`src/rtl/rcfd_pkg.sv`:
```
// Shared types and constants for the RC frame channel decoder.
package rcfd_pkg;

    // Framing constants
    localparam logic [7:0] SBUS_HEAD     = 8'h0F;
    localparam logic [7:0] CRSF_SYNC     = 8'hEA;
    localparam logic [7:0] CRSF_TYPE_RC  = 8'h16;
    localparam int         SBUS_LAST_POS = 24;
    localparam int         SBUS_BASE     = 1;
    localparam int         CRSF_BASE     = 3;

    // Channel layout
    localparam int NUM_CHANNELS = 16;
    localparam int CH_BITS      = 11;
    localparam int FRAME_BITS   = NUM_CHANNELS * CH_BITS;
    localparam int FRAME_SPAN   = FRAME_BITS / 8;
    // Highest byte index that channel capture ever reads, plus two
    localparam int STORE_BYTES  = CRSF_BASE + FRAME_SPAN + 1;

    // Queue between parser and unpacker
    localparam int QUEUE_DEPTH  = 2;
    localparam int QPTR_W       = $clog2(QUEUE_DEPTH);

    typedef logic [FRAME_BITS-1:0]          frame_t;
    typedef logic [$clog2(NUM_CHANNELS)-1:0] ch_idx_t;
    typedef logic [CH_BITS-1:0]              ch_val_t;

    // Queue status seen by both sides
    typedef struct packed {
        logic full;
        logic nonempty;
    } q_stat_t;

endpackage

```
`src/rtl/rcfd_front.sv`:
```
// Byte parser: frames SBUS or CRSF, keeps the byte store, captures channel bits.
module rcfd_front #(
    parameter int FRAME_BYTES = 32
) (
    input  logic                   clk,
    input  logic                   rst_n,
    input  logic                   cfg_valid,
    input  logic                   mode_in,
    input  logic                   in_valid,
    output logic                   in_ready,
    input  logic [7:0]             rx_byte,
    input  rcfd_pkg::q_stat_t      q_stat,
    output logic                   push,
    output rcfd_pkg::frame_t       push_frame
);

    localparam int PW = $clog2(FRAME_BYTES + 1);

    // CRSF parse phases
    localparam logic [1:0] PH_HUNT    = 2'd0;
    localparam logic [1:0] PH_LENGTH  = 2'd1;
    localparam logic [1:0] PH_TYPE    = 2'd2;
    localparam logic [1:0] PH_PAYLOAD = 2'd3;

    logic          mode_reg;
    logic [1:0]    phase_reg, phase_next;
    logic [PW-1:0] pos_reg, pos_next;
    logic [7:0]    len_reg, len_next;
    logic [7:0]    store_reg  [rcfd_pkg::STORE_BYTES];
    logic [7:0]    store_next [rcfd_pkg::STORE_BYTES];
    logic          wr_en;
    logic          sync_wr;
    logic          done;
    logic          accept;

    assign in_ready = !q_stat.full;
    assign accept   = in_valid && in_ready;

    // Parse one byte
    always_comb
    begin
        phase_next = phase_reg;
        pos_next   = pos_reg;
        len_next   = len_reg;
        wr_en      = 1'b0;
        sync_wr    = 1'b0;
        done       = 1'b0;
        if (!mode_reg)
        begin
            if (pos_reg != '0)
            begin
                wr_en = 1'b1;
                if (pos_reg < PW'(rcfd_pkg::SBUS_LAST_POS))
                begin
                    pos_next = pos_reg + PW'(1);
                end
                else
                begin
                    pos_next = '0;
                    done     = 1'b1;
                end
            end
            if (pos_next == '0 && rx_byte == rcfd_pkg::SBUS_HEAD)
            begin
                sync_wr  = 1'b1;
                pos_next = PW'(1);
            end
        end
        else
        begin
            unique case (phase_reg)
                PH_PAYLOAD:
                begin
                    if (pos_reg >= PW'(FRAME_BYTES))
                    begin
                        phase_next = PH_HUNT;
                    end
                    else
                    begin
                        wr_en    = 1'b1;
                        pos_next = pos_reg + PW'(1);
                        if (9'(pos_next) == {1'b0, len_reg} + 9'd2)
                        begin
                            phase_next = PH_HUNT;
                            done       = 1'b1;
                        end
                    end
                end
                PH_TYPE:
                begin
                    wr_en      = 1'b1;
                    pos_next   = pos_reg + PW'(1);
                    phase_next = (rx_byte == rcfd_pkg::CRSF_TYPE_RC) ? PH_PAYLOAD : PH_HUNT;
                end
                PH_LENGTH:
                begin
                    wr_en      = 1'b1;
                    pos_next   = pos_reg + PW'(1);
                    len_next   = rx_byte;
                    phase_next = PH_TYPE;
                end
                default:
                begin
                    phase_next = PH_HUNT;
                end
            endcase
            if (rx_byte == rcfd_pkg::CRSF_SYNC)
            begin
                sync_wr    = 1'b1;
                pos_next   = PW'(1);
                phase_next = PH_LENGTH;
            end
        end
    end

    // Merge this byte's writes into the store
    always_comb
    begin
        for (int i = 0; i < rcfd_pkg::STORE_BYTES; i++)
        begin
            store_next[i] = store_reg[i];
            if (wr_en && pos_reg == PW'(i))
            begin
                store_next[i] = rx_byte;
            end
        end
        if (sync_wr)
        begin
            store_next[0] = rx_byte;
        end
    end

    // Capture the channel bytes from the updated store
    always_comb
    begin
        for (int j = 0; j < rcfd_pkg::FRAME_SPAN; j++)
        begin
            push_frame[8*j +: 8] = mode_reg ? store_next[j + rcfd_pkg::CRSF_BASE]
                                            : store_next[j + rcfd_pkg::SBUS_BASE];
        end
    end

    assign push = accept && done;

    // Hold parse state; a mode write restarts framing
    always_ff @(posedge clk or negedge rst_n)
    begin
        if (!rst_n)
        begin
            mode_reg  <= 1'b0;
            phase_reg <= PH_HUNT;
            pos_reg   <= '0;
            len_reg   <= '0;
            for (int i = 0; i < rcfd_pkg::STORE_BYTES; i++)
            begin
                store_reg[i] <= '0;
            end
        end
        else if (cfg_valid)
        begin
            mode_reg  <= mode_in;
            phase_reg <= PH_HUNT;
            pos_reg   <= '0;
            len_reg   <= '0;
        end
        else if (accept)
        begin
            phase_reg <= phase_next;
            pos_reg   <= pos_next;
            len_reg   <= len_next;
            for (int i = 0; i < rcfd_pkg::STORE_BYTES; i++)
            begin
                store_reg[i] <= store_next[i];
            end
        end
    end

endmodule

```
`src/rtl/rcfd_queue.sv`:
```
// Short frame queue between the parser and the channel unpacker.
module rcfd_queue (
    input  logic              clk,
    input  logic              rst_n,
    input  logic              push,
    input  rcfd_pkg::frame_t  push_frame,
    input  logic              pop,
    output rcfd_pkg::frame_t  pop_frame,
    output rcfd_pkg::q_stat_t q_stat
);

    localparam int CW = $clog2(rcfd_pkg::QUEUE_DEPTH + 1);

    rcfd_pkg::frame_t           q_mem [rcfd_pkg::QUEUE_DEPTH];
    logic [rcfd_pkg::QPTR_W-1:0] wptr_reg, wptr_next;
    logic [rcfd_pkg::QPTR_W-1:0] rptr_reg, rptr_next;
    logic [CW-1:0]               count_reg, count_next;
    logic                        do_push;
    logic                        do_pop;

    assign q_stat.full     = (count_reg == CW'(rcfd_pkg::QUEUE_DEPTH));
    assign q_stat.nonempty = (count_reg != '0);
    assign do_push         = push && !q_stat.full;
    assign do_pop          = pop && q_stat.nonempty;
    assign pop_frame       = q_mem[rptr_reg];

    // Advance pointers and occupancy
    always_comb
    begin
        wptr_next  = wptr_reg;
        rptr_next  = rptr_reg;
        count_next = count_reg;
        if (do_push)
        begin
            wptr_next = (wptr_reg == rcfd_pkg::QPTR_W'(rcfd_pkg::QUEUE_DEPTH - 1))
                        ? '0 : wptr_reg + rcfd_pkg::QPTR_W'(1);
        end
        if (do_pop)
        begin
            rptr_next = (rptr_reg == rcfd_pkg::QPTR_W'(rcfd_pkg::QUEUE_DEPTH - 1))
                        ? '0 : rptr_reg + rcfd_pkg::QPTR_W'(1);
        end
        if (do_push && !do_pop)
        begin
            count_next = count_reg + CW'(1);
        end
        else if (do_pop && !do_push)
        begin
            count_next = count_reg - CW'(1);
        end
    end

    always_ff @(posedge clk or negedge rst_n)
    begin
        if (!rst_n)
        begin
            wptr_reg  <= '0;
            rptr_reg  <= '0;
            count_reg <= '0;
        end
        else
        begin
            wptr_reg  <= wptr_next;
            rptr_reg  <= rptr_next;
            count_reg <= count_next;
        end
    end

    // Store frame data
    always_ff @(posedge clk)
    begin
        if (do_push)
        begin
            q_mem[wptr_reg] <= push_frame;
        end
    end

endmodule

```
`src/rtl/rcfd_back.sv`:
```
// Channel unpacker: shifts out sixteen 11-bit channels through an output register.
module rcfd_back (
    input  logic               clk,
    input  logic               rst_n,
    input  rcfd_pkg::q_stat_t  q_stat,
    input  rcfd_pkg::frame_t   pop_frame,
    output logic               pop,
    output logic               out_valid,
    input  logic               out_ready,
    output rcfd_pkg::ch_idx_t  channel_index,
    output rcfd_pkg::ch_val_t  channel_value,
    output logic               last_channel
);

    localparam rcfd_pkg::ch_idx_t LAST_IDX = rcfd_pkg::ch_idx_t'(rcfd_pkg::NUM_CHANNELS - 1);

    logic               busy_reg, busy_next;
    rcfd_pkg::ch_idx_t  k_reg, k_next;
    rcfd_pkg::frame_t   sh_reg, sh_next;
    logic               out_valid_reg, out_valid_next;
    rcfd_pkg::ch_idx_t  idx_reg, idx_next;
    rcfd_pkg::ch_val_t  val_reg, val_next;
    logic               last_reg, last_next;
    logic               emit;

    assign emit = busy_reg && (!out_valid_reg || out_ready);
    assign pop  = !busy_reg && q_stat.nonempty;

    // Load a frame, then emit one channel per free output slot
    always_comb
    begin
        busy_next      = busy_reg;
        k_next         = k_reg;
        sh_next        = sh_reg;
        out_valid_next = out_valid_reg && !out_ready;
        idx_next       = idx_reg;
        val_next       = val_reg;
        last_next      = last_reg;
        if (pop)
        begin
            busy_next = 1'b1;
            k_next    = '0;
            sh_next   = pop_frame;
        end
        else if (emit)
        begin
            out_valid_next = 1'b1;
            idx_next       = k_reg;
            val_next       = sh_reg[rcfd_pkg::CH_BITS-1:0];
            last_next      = (k_reg == LAST_IDX);
            sh_next        = sh_reg >> rcfd_pkg::CH_BITS;
            k_next         = k_reg + rcfd_pkg::ch_idx_t'(1);
            if (k_reg == LAST_IDX)
            begin
                busy_next = 1'b0;
            end
        end
    end

    always_ff @(posedge clk or negedge rst_n)
    begin
        if (!rst_n)
        begin
            busy_reg      <= 1'b0;
            k_reg         <= '0;
            out_valid_reg <= 1'b0;
        end
        else
        begin
            busy_reg      <= busy_next;
            k_reg         <= k_next;
            out_valid_reg <= out_valid_next;
        end
    end

    // Payload registers
    always_ff @(posedge clk)
    begin
        sh_reg   <= sh_next;
        idx_reg  <= idx_next;
        val_reg  <= val_next;
        last_reg <= last_next;
    end

    assign out_valid     = out_valid_reg;
    assign channel_index = idx_reg;
    assign channel_value = val_reg;
    assign last_channel  = last_reg;

endmodule

```
`src/rtl/rc_frame_channel_decoder_core.sv`:
```
// Top level of the RC frame channel decoder: parser, frame queue and unpacker.
//
//   Port group   Direction  Handshake              Payload
//   cfg          in         cfg_valid/cfg_ready    protocol_mode
//   in           in         in_valid/in_ready      rx_byte
//   out          out        out_valid/out_ready    channel_index, channel_value, last_channel
//
// The parser takes one byte per cycle while in_ready is high; a byte that completes a
// frame pushes its channel bits into a two-entry queue. The unpacker loads a frame, then
// makes 16 channel transactions, one per cycle unless stalled, before the next load.
// in_ready drops only while the queue is full; out_ready low stalls only the unpacker.
// Reset clears the byte store, parse state and mode (SBUS); no clearing pass.
module rc_frame_channel_decoder_core #(
    parameter int FRAME_BYTES = 32
) (
    input  logic                  clk,
    input  logic                  rst_n,
    input  logic                  cfg_valid,
    output logic                  cfg_ready,
    input  logic                  protocol_mode,
    input  logic                  in_valid,
    output logic                  in_ready,
    input  logic [7:0]            rx_byte,
    output logic                  out_valid,
    input  logic                  out_ready,
    output logic [3:0]            channel_index,
    output logic [10:0]           channel_value,
    output logic                  last_channel
);

    rcfd_pkg::q_stat_t q_stat;
    logic              push;
    logic              pop;
    rcfd_pkg::frame_t  push_frame;
    rcfd_pkg::frame_t  pop_frame;

    assign cfg_ready = 1'b1;

    rcfd_front #(
        .FRAME_BYTES (FRAME_BYTES)
    ) u_front (
        .clk        (clk),
        .rst_n      (rst_n),
        .cfg_valid  (cfg_valid),
        .mode_in    (protocol_mode),
        .in_valid   (in_valid),
        .in_ready   (in_ready),
        .rx_byte    (rx_byte),
        .q_stat     (q_stat),
        .push       (push),
        .push_frame (push_frame)
    );

    rcfd_queue u_queue (
        .clk        (clk),
        .rst_n      (rst_n),
        .push       (push),
        .push_frame (push_frame),
        .pop        (pop),
        .pop_frame  (pop_frame),
        .q_stat     (q_stat)
    );

    rcfd_back u_back (
        .clk           (clk),
        .rst_n         (rst_n),
        .q_stat        (q_stat),
        .pop_frame     (pop_frame),
        .pop           (pop),
        .out_valid     (out_valid),
        .out_ready     (out_ready),
        .channel_index (channel_index),
        .channel_value (channel_value),
        .last_channel  (last_channel)
    );

endmodule

```
`config.mk`:
```
export PLATFORM = sky130hd
export DESIGN_NAME = rc_frame_channel_decoder_core
export DESIGN_NICKNAME = d
export VERILOG_FILES = /design/src/rtl/rcfd_pkg.sv /design/src/rtl/rcfd_front.sv /design/src/rtl/rcfd_queue.sv /design/src/rtl/rcfd_back.sv /design/src/rtl/rc_frame_channel_decoder_core.sv
export SDC_FILE = /design/constraint.sdc
export NUM_CORES = 1
export LEC_CHECK = 0
export ABC_AREA = 1
export BUFFER_PORTS_ARGS = -buffer_cell sky130_fd_sc_hd__clkbuf_2
export CELL_PAD_IN_SITES_DETAIL_PLACEMENT = 1
export CELL_PAD_IN_SITES_GLOBAL_PLACEMENT = 1
export CORE_MARGIN = 2
export CORE_UTILIZATION = 31
export DETAILED_ROUTE_END_ITERATION = 8
export PLACE_DENSITY = 0.63
export SLEW_MARGIN = 20
export SYNTH_ARGS = -nofsm -noshare
export SYNTH_HDL_FRONTEND = slang
export SYNTH_HIERARCHICAL = 1
export SYNTH_SLANG_ARGS = --single-unit
```
`constraint.sdc`:
```
create_clock -name clk -period 12 [get_ports clk]
set_input_delay 3 -clock clk [delete_from_list [all_inputs] [get_ports clk]]
set_output_delay 3 -clock clk [all_outputs]
set_load 0.1 [all_outputs]
```
==> results.cfg <==
[run_status]
status = finished clean

[die]
std_cell_rows = 121
start_util_pct = 31.2
fp.dieW_um = 335
core_sq_um = 109000
ios = 33
die_area_sq_um = 112000
fp.dieH_um = 335

[route]
via_per_inst = 4.80
totalWireLength_um = 94200
drc = 0
vias = 22800
final_antenna_net_count = 0
drt-initial-drc-count = 1653
drtPass1Iterations = 5
wire_per_inst_um = 19.9

[global_routing]
grt_pass1_wl_um = 145000
use_met3_pct = 2.33
grtUsageTotal_pct = 16.9
grt_antenna_before_repair = 0
top_usage_layer = met2
use_met1_pct = 23.2
overflow = 0
gr-usage-met2_pct = 27.5
grt_pass1_vias = 23200
grt_max_degree = 209

[worst_setup_path]
reg2reg_from = u_front/pos_reg[1]$_DFFE_PN0P_
crit_buf_inv = 4
cp-startpoint = rx_byte[1]
cp_top_family = simple AND/OR/NAND/NOR gates
path_class = input pin to flip-flop
worstPathArrival_ps = 5740
path_cells = clkbuf_2, clkinv_1, buf_4, nor4_1, nand2_1, nand3_1, nand2_1, inv_1, nand2_1, o21ai_0
crit_cells = 10
slowest_delay_ps = 870
worst_ep_required_time_ps = 12570
critical_path.slowest_cell = nor4_1
rrSetupSlack_ps = 7760
crit_top_cell = nand2_1
reg2reg_depth = 12
cp_max_fo = 26
r2r_end = u_queue/q_mem[1][152]$_DFFE_PP_
setup.worst_path.end_class = flip-flop
start_kind = input pin

[synth]
synth_edf_count = 544
synth_top_family_by_area = simple AND/OR/NAND/NOR gates
syn_area_sq_um = 34000
yosys-top-cells-area = edfxtp_1 (48%), dfrtp_1 (16%), nand2_1 (15%), mux2i_1 (4.9%), nor2_1 (2.6%)
muxShareOfSynthArea_pct = 4.94
synth_simple_gate_area_share_pct = 19.2
synthCells = 3290
yosysUniqueCellTypes = 35
synthDominantCellAreaShare_pct = 48.0
async_flop_share_pct = 28.7
ys_ff_latch = 763
syn_nets = 3315
ys_warn_count = 6
synth_area_leader_cell = edfxtp_1
synth_fa_ha_area_share_pct = 0.405
synth_compound_area_share_pct = 6.78
synth_xor_area_share_pct = 0.0772
ys.flop_type = edfxtp_1
ys_seq_area_share_pct = 64.1
syn_avg_cell_area_sq_um = 10.3

[power]
switching_power_mw = 2.37
power_switching_share_pct = 31.3
power.share.clock_pct = 36.0
seqPwrFrac_pct = 44.7
p_int_mw = 5.21
ir_drop_mv = 0.166
combPwrFrac_pct = 19.3
p_leak_nw = 15.9
powerDensity_nw_per_um2 = 200

[timing]
period_share_pct = 43.1
setup_tns_ps = 0
finalSetupViolCount = 0
rsz0062_at_grt = false
max_freq_mhz = 193
hold_viol = 0
period_minus_slack_ps = 5170
setup_ws_ps = 6830
clock_skew_ps = 25.6
maxSlewHeadroom_pct = 26.7
worst_slew_pin_slew_ps = 1100
drv_slew = 0

[clock_network]
cts-root-buf = clkbuf_16
insertion_delay_ps = 650
cts_resized = 0
cts_setup_buffers = 0
cts_buffers = 87
postCtsHoldBufs = 0
clkTransAtPathRegs_ps = 60
clock-sinks = 763
clockBufferDepth = 3
cts_tree = built
htreeDepth = 3

[place]
finalWeightedCongestion = 0.759
dp_slack_ps = 6270
io_buffers = 31
place_hpwl_um = 56600

[cells_and_area]
n_antenna_cell = 0
nets = 3277
areaGrowthSynthToFinish_pct = 11.5
drive_gt1_share_pct = 8.96
fillerInstances = 12100
largest_reg_flops = 352

[hold_path]
hold_path.class = flip-flop to flip-flop
min_from = u_back/sh_reg[6]$_DFFE_PP_
hold_end = u_back/channel_value[6]$_DFFE_PP_
holdPathStages = 0

[run]
cap_violations = 0
==> area by class of cell <==
cell class                      instances  area [sq um]  share of cell area [%]
Sequential cell                       763         21800                    57.5
Multi-Input combinational cell       2269         10700                    28.2
Tap cell                             1414          1770                    4.66
Timing Repair Buffer                   58           393                    1.04
Inverter                               73           312                   0.821
Clock buffer                          114          2390                    6.30
Clock inverter                         50           536                    1.41
==> per-stage QoR <==
stage | hold WS (ps) | std cells | utilization [%] | area [sq um] | power (mW)
global placement | 402 | 4577 | 32.1 | 35000 | 4.89
detailed placement | 407 | 4577 | 32.2 | 35000 | 4.93
CTS | 432 | 4741 | 34.8 | 37900 | 7.69
global route | 436 | 4741 | 34.8 | 37900 | 7.98
floorplan | 400 | 3290 | - | 34000 | 4.53
finish | 426 | 4741 | 34.8 | 37900 | 7.58
==> synthesized netlist by cell type, types with 2 or more instances <==
master       n
o21ai_0    152
o22ai_1      8
nand4_1      5
a21oi_2     52
nand2_1   1357
nor2_4       2
buf_4       32
edfxtp_1   544
nor3_1      11
buf_1        4
o21ai_1     62
clkbuf_1    72
mux2i_1    168
a21oi_1    139
nand2_2      3
ha_1        11
buf_12       2
buf_6       49
nor2_1     234
dfrtp_1    219
nand2_4     19
buf_2       26
inv_2        8
clkinv_1     7
nor2_2       7
nand3_1     30
xnor2_1      2
nor4_1       2
inv_1       57
==> layout by cell type, fill, tap and decap left out, drive strengths merged, types with 9 or more instances in the layout <==
cell type and count:
nand2 1379, edfxtp 544, nor2 243, dfrtp 219, o21ai 216, a21oi 191, mux2i 168, clkbuf 144
inv 73, clkinv 39, nand3 30, buf 28, ha 11, nor3 11, bufinv 9
==> cells by family after synthesis <==
logic type / after synthesis
buf+inv: 258
fa+ha+maj: 11
other cells: 1
mux: 168
simple gates: 1670
flops: 763
xor+xnor: 3
compound gates: 416
==> worst max path at each step <==
stage | slack [ps] | to
floorplan | 640 | u_queue/q_mem[1][0]$_DFFE_PP_
global placement | 6300 | u_queue/q_mem[1][151]$_DFFE_PP_
detailed placement | 6270 | u_queue/q_mem[1][159]$_DFFE_PP_
CTS | 6960 | u_queue/q_mem[1][141]$_DFFE_PP_
global route | 6660 | u_front/store_reg[34]$_DFFE_PN0P_
finish | 6830 | u_front/pos_reg[2]$_DFFE_PN0P_
==> per-layer routing <==
metal,vias up,wire length [um]
li1,10900,-
met1,11400,43900
met2,367,44400
met3,132,3270
met4,0,2700
met5,-,0
==> power groups by stage <==
| stage | Combinational, mW | Sequential [mW] | Clock [mW] |
|---|---|---|---|
| after floorplan | 1.05 | 3.47 | 0 |
| after global placement | 1.46 | 3.43 | 0 |
| after detailed placement | 1.49 | 3.44 | 0 |
| after CTS | 1.50 | 3.39 | 2.80 |
| after global routing | 1.65 | 3.43 | 2.90 |
| final | 1.46 | 3.39 | 2.73 |
No activity file was read; power rests on OpenSTA's default activity.
